`src/sv/psq_pkg.sv`:
```
// Package for the priority slot queue: field widths, status and mode codes,
// and the packed layout of one slot word held in the slot RAM.
// Depends on nothing; used by the top level priority_slot_queue_oldest_first.
`default_nettype none

package psq_pkg;

  // Field widths of the transactions.
  localparam int ID_W     = 12;
  localparam int PRIO_W   = 4;
  localparam int STAMP_W  = 32;
  localparam int STATUS_W = 2;
  localparam int INDEX_W  = 6;

  // Default table size and reset value of the priority cutoff.
  localparam int                SLOT_COUNT_DEF = 64;
  localparam logic [PRIO_W-1:0] CUTOFF_RESET   = 4'd6;

  // Operation requested by an input transaction.
  localparam logic MODE_INSERT  = 1'b0;
  localparam logic MODE_EXTRACT = 1'b1;

  // Result status codes.
  typedef enum logic [STATUS_W-1:0] {
    STATUS_INSERTED  = 2'd0,
    STATUS_FULL      = 2'd1,
    STATUS_EXTRACTED = 2'd2,
    STATUS_NONE      = 2'd3
  } status_t;

  // One slot as stored in the RAM; an all-zero word is a free slot.
  typedef struct packed {
    logic               valid;
    logic [ID_W-1:0]    id;
    logic [PRIO_W-1:0]  prio;
    logic [STAMP_W-1:0] arrival;
  } slot_word_t;

  localparam int SLOT_W = $bits(slot_word_t);

endpackage

`default_nettype wire

```
`src/sv/psq_ram.sv`:
```
// Generic single-write, single-read RAM with a registered read port.
// Standalone; used for the slot table of the priority slot queue.
`default_nettype none

module psq_ram #(
  parameter int WIDTH = 8,
  parameter int DEPTH = 64
) (
  input  wire logic                     clk,
  input  wire logic                     we,
  input  wire logic [$clog2(DEPTH)-1:0] waddr,
  input  wire logic [WIDTH-1:0]         wdata,
  input  wire logic [$clog2(DEPTH)-1:0] raddr,
  output logic      [WIDTH-1:0]         rdata
);

  logic [WIDTH-1:0] mem [DEPTH];

  // Write port and registered read port.
  always_ff @(posedge clk) begin
    if (we) begin
      mem[waddr] <= wdata;
    end
    rdata <= mem[raddr];
  end

endmodule

`default_nettype wire

```
`src/sv/priority_slot_queue_oldest_first.sv`:
```
// Top level of the priority slot queue: sequencer, one slot comparator and
// the output register. Depends on psq_pkg and the slot RAM psq_ram.
// An insert into slot k gives its result once slot k is judged free; a full
// insert and every extract give theirs after all SLOT_COUNT slots are judged.
// Throughput: one transaction at a time, the next taken only after the last
// result is loaded; the scan reads one RAM slot per cycle.
// Reset: a clearing pass frees every slot, inputs stall.
`default_nettype none

module priority_slot_queue_oldest_first #(
  parameter int SLOT_COUNT = psq_pkg::SLOT_COUNT_DEF
) (
  input  wire logic                          clk,
  input  wire logic                          rst,
  // Configuration: priority cutoff.
  input  wire logic                          cfg_write,
  input  wire logic [psq_pkg::PRIO_W-1:0]    cfg_data,
  // Input channel.
  input  wire logic                          in_valid,
  output logic                               in_stall,
  input  wire logic                          mode,
  input  wire logic [psq_pkg::ID_W-1:0]      entry_id,
  input  wire logic [psq_pkg::PRIO_W-1:0]    entry_priority,
  input  wire logic [psq_pkg::STAMP_W-1:0]   arrival_stamp,
  // Output channel.
  output logic                               out_valid,
  input  wire logic                          out_stall,
  output logic [psq_pkg::STATUS_W-1:0]       status,
  output logic [psq_pkg::INDEX_W-1:0]        slot_index,
  output logic [psq_pkg::ID_W-1:0]           out_id,
  output logic [psq_pkg::PRIO_W-1:0]         out_priority,
  output logic [psq_pkg::STAMP_W-1:0]        out_arrival
);

  import psq_pkg::*;

  localparam int AW = (SLOT_COUNT > 1) ? $clog2(SLOT_COUNT) : 1;
  localparam int CW = $clog2(SLOT_COUNT + 1);

  typedef enum logic [3:0] {
    ST_CLEAR  = 4'b0001,
    ST_IDLE   = 4'b0010,
    ST_SCAN   = 4'b0100,
    ST_FINISH = 4'b1000
  } state_t;

  state_t             state;
  logic [PRIO_W-1:0]  priority_cutoff;
  logic [CW-1:0]      issue_cnt;
  logic               chk_vld;
  logic [AW-1:0]      chk_slot;
  logic               found;
  logic [AW-1:0]      best_slot;
  logic [ID_W-1:0]    best_id;
  logic [PRIO_W-1:0]  best_prio;
  logic [STAMP_W-1:0] best_arr;

  // Latched input transaction.
  logic               op_mode;
  logic [ID_W-1:0]    op_id;
  logic [PRIO_W-1:0]  op_prio;
  logic [STAMP_W-1:0] op_arr;

  // Slot RAM signals.
  logic               ram_we;
  logic [AW-1:0]      ram_waddr;
  slot_word_t         ram_wdata;
  logic [SLOT_W-1:0]  ram_rdata;
  slot_word_t         rd;

  logic               issue_more;
  logic               last_slot;
  logic               eligible;
  logic               better;
  logic               out_load;
  status_t            res_status;
  logic [AW+INDEX_W-1:0] slot_wide;

  psq_ram #(
    .WIDTH(SLOT_W),
    .DEPTH(SLOT_COUNT)
  ) u_slot_ram (
    .clk  (clk),
    .we   (ram_we),
    .waddr(ram_waddr),
    .wdata(ram_wdata),
    .raddr(issue_cnt[AW-1:0]),
    .rdata(ram_rdata)
  );

  // Shared slot comparator: judges the slot read in the previous cycle.
  always_comb begin
    rd         = slot_word_t'(ram_rdata);
    issue_more = (issue_cnt < CW'(SLOT_COUNT));
    last_slot  = (chk_slot == AW'(SLOT_COUNT - 1));
    eligible   = rd.valid && (rd.prio <= priority_cutoff);
    better     = !found || (rd.prio < best_prio) ||
                 ((rd.prio == best_prio) && (rd.arrival < best_arr));
  end

  // RAM writes: zeros during the clearing pass, the chosen slot at the end.
  always_comb begin
    ram_we    = 1'b0;
    ram_waddr = best_slot;
    ram_wdata = '0;
    case (state)
      ST_CLEAR: begin
        ram_we    = 1'b1;
        ram_waddr = issue_cnt[AW-1:0];
      end
      ST_FINISH: begin
        ram_we = found;
        if (op_mode == MODE_INSERT) begin
          ram_wdata = '{valid: 1'b1, id: op_id, prio: op_prio, arrival: op_arr};
        end
      end
      default: begin
        ram_we = 1'b0;
      end
    endcase
  end

  // Result status and output loading.
  always_comb begin
    if (op_mode == MODE_INSERT) begin
      res_status = found ? STATUS_INSERTED : STATUS_FULL;
    end else begin
      res_status = found ? STATUS_EXTRACTED : STATUS_NONE;
    end
    out_load  = (state == ST_FINISH) && (!out_valid || !out_stall);
    slot_wide = {{INDEX_W{1'b0}}, best_slot};
  end

  assign in_stall = (state != ST_IDLE);

  // Configuration register.
  always_ff @(posedge clk) begin
    if (rst) begin
      priority_cutoff <= CUTOFF_RESET;
    end else if (cfg_write) begin
      priority_cutoff <= cfg_data;
    end
  end

  // Sequencer: clearing pass, scan of the slots (an insert stops at the first free one), then write-back and result.
  always_ff @(posedge clk) begin
    if (rst) begin
      state     <= ST_CLEAR;
      issue_cnt <= '0;
      chk_vld   <= 1'b0;
      found     <= 1'b0;
    end else begin
      case (state)
        ST_CLEAR: begin
          if (issue_cnt == CW'(SLOT_COUNT - 1)) begin
            state <= ST_IDLE;
          end
          issue_cnt <= issue_cnt + CW'(1);
        end
        ST_IDLE: begin
          if (in_valid) begin
            issue_cnt <= '0;
            chk_vld   <= 1'b0;
            found     <= 1'b0;
            state     <= ST_SCAN;
          end
        end
        ST_SCAN: begin
          if (issue_more) begin
            issue_cnt <= issue_cnt + CW'(1);
          end
          chk_vld <= issue_more;
          if (chk_vld) begin
            if (op_mode == MODE_INSERT) begin
              if (!rd.valid) begin
                found <= 1'b1;
                state <= ST_FINISH;
              end else if (last_slot) begin
                state <= ST_FINISH;
              end
            end else begin
              if (eligible && better) begin
                found <= 1'b1;
              end
              if (last_slot) begin
                state <= ST_FINISH;
              end
            end
          end
        end
        ST_FINISH: begin
          if (out_load) begin
            state <= ST_IDLE;
          end
        end
        default: begin
          state <= ST_CLEAR;
        end
      endcase
    end
  end

  // Transaction latch and best-candidate registers.
  always_ff @(posedge clk) begin
    if (state == ST_IDLE && in_valid) begin
      op_mode <= mode;
      op_id   <= entry_id;
      op_prio <= entry_priority;
      op_arr  <= arrival_stamp;
    end
    if (state == ST_SCAN && chk_vld) begin
      if (op_mode == MODE_INSERT) begin
        if (!rd.valid && !found) begin
          best_slot <= chk_slot;
        end
      end else if (eligible && better) begin
        best_slot <= chk_slot;
        best_id   <= rd.id;
        best_prio <= rd.prio;
        best_arr  <= rd.arrival;
      end
    end
    chk_slot <= issue_cnt[AW-1:0];
  end

  // Output register.
  always_ff @(posedge clk) begin
    if (rst) begin
      out_valid <= 1'b0;
    end else if (out_load) begin
      out_valid <= 1'b1;
    end else if (!out_stall) begin
      out_valid <= 1'b0;
    end
  end

  always_ff @(posedge clk) begin
    if (out_load) begin
      status       <= res_status;
      slot_index   <= found ? slot_wide[INDEX_W-1:0] : '0;
      out_id       <= '0;
      out_priority <= '0;
      out_arrival  <= '0;
      if (op_mode == MODE_EXTRACT && found) begin
        out_id       <= best_id;
        out_priority <= best_prio;
        out_arrival  <= best_arr;
      end
    end
  end

  // A new result only ever comes out of the finishing step.
  a_result_from_finish: assert property (@(posedge clk) disable iff (rst)
    $rose(out_valid) |-> $past(state == ST_FINISH))
    else $error("result raised outside the finishing step");

  // The slot RAM is written only when clearing or finishing a transaction.
  a_ram_write_phase: assert property (@(posedge clk) disable iff (rst)
    ram_we |-> (state == ST_CLEAR || state == ST_FINISH))
    else $error("slot RAM written outside clear or finish");

  // Failed operations carry no slot and no entry.
  a_fail_zero: assert property (@(posedge clk) disable iff (rst)
    (out_valid && (status == STATUS_FULL || status == STATUS_NONE)) |->
      (slot_index == '0 && out_id == '0 && out_priority == '0 && out_arrival == '0))
    else $error("failed operation reports a slot or entry");

  // An extracted entry respects the priority cutoff.
  a_extract_cutoff: assert property (@(posedge clk) disable iff (rst)
    (out_valid && status == STATUS_EXTRACTED) |-> (out_priority <= priority_cutoff))
    else $error("extracted entry is above the priority cutoff");

  // A transaction is only taken in the idle state.
  a_accept_idle: assert property (@(posedge clk) disable iff (rst)
    (in_valid && !in_stall) |=> (state == ST_SCAN))
    else $error("accepted transaction did not start a scan");

endmodule

`default_nettype wire
```
`config.mk`:
```
export PLATFORM = sky130hd
export DESIGN_NAME = priority_slot_queue_oldest_first
export DESIGN_NICKNAME = d
export VERILOG_FILES = /design/src/sv/psq_pkg.sv /design/src/sv/psq_ram.sv /design/src/sv/priority_slot_queue_oldest_first.sv
export SDC_FILE = /design/constraint.sdc
export NUM_CORES = 2
export LEC_CHECK = 0
export BUFFER_PORTS_ARGS = -buffer_cell sky130_fd_sc_hd__buf_2
export CORE_MARGIN = 2
export CORE_UTILIZATION = 26
export DETAILED_ROUTE_END_ITERATION = 12
export HOLD_SLACK_MARGIN = 0.05
export SLEW_MARGIN = 20
export SYNTH_ARGS = -nofsm -noshare
export SYNTH_HDL_FRONTEND = slang
export SYNTH_SLANG_ARGS = --single-unit
```
`constraint.sdc`:
```
create_clock -name clk -period 7.6 [get_ports clk]
set_input_delay 1.52 -clock clk [delete_from_list [all_inputs] [get_ports clk]]
set_output_delay 1.52 -clock clk [all_outputs]
set_load 0.05 [all_outputs]
```
Word-level counts from Yosys, hierarchy flattened
Memory sizes are Yosys's and may differ from the RTL's. A register that Yosys moved wholly into a read port is not among the register bits.
Cells that the tools add are included.
- reductions and logical operators: 24
- add/subtract/negate cells: 1
- muxes and demuxes: 32
- equality and inequality tests: 17
- $lt $le $gt $ge: 4
- operators by type and width (operator ; number):
    2-to-1 mux 49 bit ; 2
    < comparator 32 bit ; 1
    2-to-1 mux 4 bit ; 7
    2-to-1 mux 6 bit ; 4
    one-hot mux 7 bit (3 select lines) ; 1
    one-hot mux 4 bit (4 select lines) ; 1
    2-to-1 mux 7 bit ; 2
    2-to-1 mux 1 bit ; 11
    != test 2 bit, second input constant ; 5
    AND reduction 3 bit ; 3
    logical AND 1 bit ; 8
    adder 7 x 1 -> 7 bit, second input constant ; 1
    == test 7 x 6 -> 1 bit, second input constant ; 1
    < comparator 7 bit, second input constant ; 1
    == test 6 bit, second input constant ; 1
    != test 3 bit, second input constant ; 2
    one-hot mux 1 bit (2 select lines) ; 3
    AND reduction 5 bit ; 1
    == test 4 x 1 -> 1 bit, second input constant ; 1
    == test 4 x 2 -> 1 bit, second input constant ; 1
    == test 4 x 3 -> 1 bit, second input constant ; 1
    == test 4 bit ; 1
    == test 4 bit, second input constant ; 1
    <= comparator 4 bit ; 1
    other kinds (10) ; 17
- register bits: 183
- memories: 1
- logic and storage cells: 99
- output and inout bits: 58
- bits in writable memories: 3136
- memory list (memory ; depth ; bits a word ; rd ports ; clocked after memory_dff ; wr ports ; line ; source):
    u_slot_ram.mem ; 64 ; 49 ; 1 ; 1 ; 1 ; psq_ram.sv:17 ; logic [WIDTH-1:0] mem [DEPTH];

Logic depth before layout (Yosys ltp)
- word-level depth: 8
- gate-level depth with buffers: 9
- depth with buffers taken out: 7

By module
Synthesis repeated with hierarchy kept, for this count alone.
- cells, all modules: 5811
- area total of the unflattened synthesis: 127561.1 um^2
- by module, submodules not included (module ; area each (um^2) ; times used ; cells an instance):
    psq_ram ; 119992.6 ; 1 ; 5283
    priority_slot_queue_oldest_first ; 7568.5 ; 1 ; 528

Worst setup path before layout
No wires, ideal clock.
- path type: register to register
- start point: reg state[3]
- end point: reg best_arr[0] (enable)
- data arrival time: 4963 ps
- buffers on the path: 0
- period minus slack after synthesis: 5476 ps
- cell stages (with the launch flop): 6
- path slack: 2124 ps
- setup time: 513 ps
- data required time: 7087 ps
- cell sequence: dfxtp_1 nor4b_1 nand4_1 a2111oi_0 nor2_1 nor3_1
- longest elaborated chain between the ends: 3
- ends and longest elaborated chain (what ; line ; source):
    start, declared ; priority_slot_queue_oldest_first.sv:47 ; state_t state;
    start signal, assigned ; priority_slot_queue_oldest_first.sv:148 ; state <= ST_CLEAR;
    start signal, assigned ; priority_slot_queue_oldest_first.sv:156 ; state <= ST_IDLE;
    start signal, assigned ; priority_slot_queue_oldest_first.sv:165 ; state <= ST_SCAN;
    == test 4 x 3 -> 1 bit ; priority_slot_queue_oldest_first.sv:211 ; if (state == ST_SCAN && chk_vld) begin
    logical AND 1 bit ; priority_slot_queue_oldest_first.sv:211 ;
    AND reduction 3 bit (no source line) ; n/a ;
    end signal, assigned ; priority_slot_queue_oldest_first.sv:220 ; best_arr <= rd.arrival;
    end, declared ; priority_slot_queue_oldest_first.sv:56 ; logic [STAMP_W-1:0] best_arr;
Every way passes these cells.
A chain may end at the register's enable or synchronous reset.

==> impl_metrics.yaml <==
yosys:
  synthArstFlopShare: 0
  synthTopCellsByArea: "edfxtp_1, mux4_2, a22oi_1"
  synth_edf_count: 3295
  yosys.area.top_type: "edfxtp_1"
  ys_seq_elements: 3368
  synth_top_area_frac: 0.781
  ys_seq_area_frac: 0.793
  syn_inst: 5499
  yosys_warnings: 0
  synth_fp_nets: 5597
  ys.flop_type: "edfxtp_1"
  syn_avg_cell_area_um2: 23.0
  syn-cell-area_um2: 127000
  synth_common_cells: "edfxtp_1, mux4_2, a22oi_1"
  ys_types: 51
  yosysMostFrequentCell: "edfxtp_1"
cts:
  cts_hold_buf: 0
  cts-resized-gates: 0
  numClockSinks: 3368
  clkTransAtPathRegs_ns: 0.06
  insertion_delay_ns: 0.90
  cts_root_buf: "clkbuf_16"
  cts_tree: "yes"
  htree_levels: 5
  cts_buffers: 333
  clk_path_buf_depth: 4
  post_cts_buffers: 0
critical_path:
  crit_top_cell: "buf_4"
  cp-end-kind: "flip-flop"
  cp_slowest_cell: "dfxtp_4"
  crit_arrival_ns: 5.25
  max_stage_delay_ns: 0.81
  required_ns: 8.36
  critPathLaunchType: "flip-flop"
  path_cells: "buf_4, buf_4, mux4_2, a22o_1, a221oi_1, o22ai_1, or3_1"
  path_class: "flip-flop to flip-flop"
  path_max_fanout: 39
die:
  die_h_um: 702
  fp.dieArea_um2: 493000
  initial_core_util: 0.261
  core-area_um2: 486000
  io_pins: 116
  row_count: 256
  die_w_um: 702
grt:
  grt_max_degree: 107
  grt_pass1_vias: 60073
  grt_overflow: 0
  grt_usage: 0.132
  grt_pass1_wl_um: 470000
  antenna_found_initial: 40
sta:
  final_max_slew_viol_count: 0
  tightest_slew_ns: 1.21
  worst_clock_skew_ns: 0.0446
  tns_ns: 0
  post-route-min-period_ns: 4.48
  finalHoldViolations: 0
  finalSetupViolations: 0
  fin_crit_sh: 0.590
  grt_setup_unrepaired: "no"
  relSlewSlack: 0.192
  max_freq_ghz: 0.223
cells_and_area:
  drive_gt1_frac: 0.283
  final_area_um2: 147000
  multiInputGateArea_um2: 25300
  nets: 5924
  syn2layout_area_growth_pct: 16.0
  n_fill_cell: 46243
  seqCellArea_um2: 100000
pwr:
  irDropWorstVdd_mv: 0.284
  p_per_area_nw_per_um2: 321
  total_leakage_power_nw: 39.2
flow_run:
  max_cap_viol_count: 0
place:
  postPlaceCellArea_um2: 136000
  portBuffers: 115
  dp.final_hpwl_um: 191000
  place.gp.congestion: 0.813
routing:
  wl_per_cell_um: 26.8
  postRouteWirelength_um: 337000
  route.detailed.drc: 0
  first_pass_iters: 5
  vias: 61149
  drt_iter0_markers: 9850
  drtAntennaViolNets: 0
  routed_via_density: 4.87
outcome:
  status: "completed"
min_path:
  hold_path.class: "flip-flop to flip-flop"
==> placed cells by master, fill, tap and decap left out, types with 32 or more instances in the layout <==
cell type,count
clkinv_2,51
dfxtp_1,71
buf_2,117
buf_4,167
and3_1,49
inv_1,44
or3_1,56
o22ai_1,42
a22o_1,98
clkbuf_16,339
clkbuf_1,85
mux4_2,784
a221oi_2,33
nor2_4,67
a22oi_1,196
and2_2,32
bufinv_16,33
nand2_1,48
clkinv_1,47
a221oi_1,65
ha_1,40
a21oi_1,122
edfxtp_1,3295
==> critical path, delay by kind of cell, from the launching register on <==
| family | cells | cell delay, ns |
|---|---|---|
| compound gates | 3 | 1.41 |
| buf+inv | 2 | 1.20 |
| flops | 1 | 0.81 |
| mux | 1 | 0.40 |
| simple gates | 1 | 0.47 |
==> kinds of logic after synthesis <==
logic type               after synthesis  share of synthesized area
flip-flops                          3368                      0.793
multiplexers                         787                      0.140
AO/OA/AOI/OAI                        604                     0.0363
buffers and inverters                353                     0.0128
AND/OR/NAND/NOR                      343                     0.0144
adder cells (fa/ha/maj)               40                    0.00395
XOR/XNOR                               4                   0.000277
==> per-layer routing <==
layer	part of all wire	global-route usage	vias up
met1	0.42	0.192	33049
li1	-	-	24314
met2	0.45	0.198	3345
met5	0.00032	0	-
met3	0.11	0.0345	425
met4	0.023	0.0306	16
==> path summary, 6_finish.rpt <==
check	from	end	slack, ns	depth (start not counted)
setup / recovery	issue_cnt[1]$_SDFFE_PP0P_	u_slot_ram.rdata[0]$_DFF_P_	3.12	7
hold / removal	chk_slot[1]$_DFF_P_	best_slot[1]$_DFFE_PP_	0.44	0
setup reg to reg	issue_cnt[1]$_SDFFE_PP0P_	u_slot_ram.rdata[0]$_DFF_P_	3.12	7
hold reg to reg	chk_slot[1]$_DFF_P_	best_slot[1]$_DFFE_PP_	0.44	0
==> where the power goes <==
part / leakage [nW] / total, mW / switching [mW] / internal, mW
sequential: 25.4 / 21.9 / 0.608 / 21.3
clock: 5.26 / 16.4 / 6.90 / 9.53
combinational: 8.48 / 8.82 / 5.19 / 3.62
==> through the flow <==
stage / setup slack (ns) / power [mW] / utilization / cells / hold slack, ns
final: 3.12 / 47.1 / 0.303 / 12555 / 0.440
after global routing: 3.00 / 48.7 / 0.303 / 12544 / 0.453
after CTS: 3.03 / 47.5 / 0.302 / 12540 / 0.439
after detailed placement: 3.05 / 31.2 / 0.280 / 11938 / 0.425
after global placement: 2.94 / 31.1 / 0.280 / 11934 / 0.418
after floorplan: 2.12 / 28.0 / - / 5499 / 0.326
==> final cells by class <==
class,count,share of cell area
antenna,12,0.000204
clock buffer,443,0.0617
clock inverter,159,0.0117
inverter,45,0.00115
multi-input combinational,1778,0.172
sequential,3368,0.683
tap,6450,0.0549
timing repair buffer,300,0.0146
==> sequential cells by signal, summed over array words and instances, names as in the netlist <==
| register | count |
|---|---|
| u_slot_ram.rdata | 49 |
| issue_cnt | 7 |
| found | 1 |
| op_arr | 32 |
| op_prio | 4 |
| priority_cutoff | 4 |
| op_id | 12 |
| state | 4 |
| slot_index | 6 |
| u_slot_ram.mem | 3136 |
| out_priority | 4 |
| out_id | 12 |
| status | 2 |
| out_valid | 1 |
| chk_vld | 1 |
| out_arrival | 32 |
| op_mode | 1 |
| chk_slot | 6 |
| best_arr | 32 |
| best_slot | 6 |
| best_id | 12 |
| best_prio | 4 |
(Power assumes the default switching activity.)
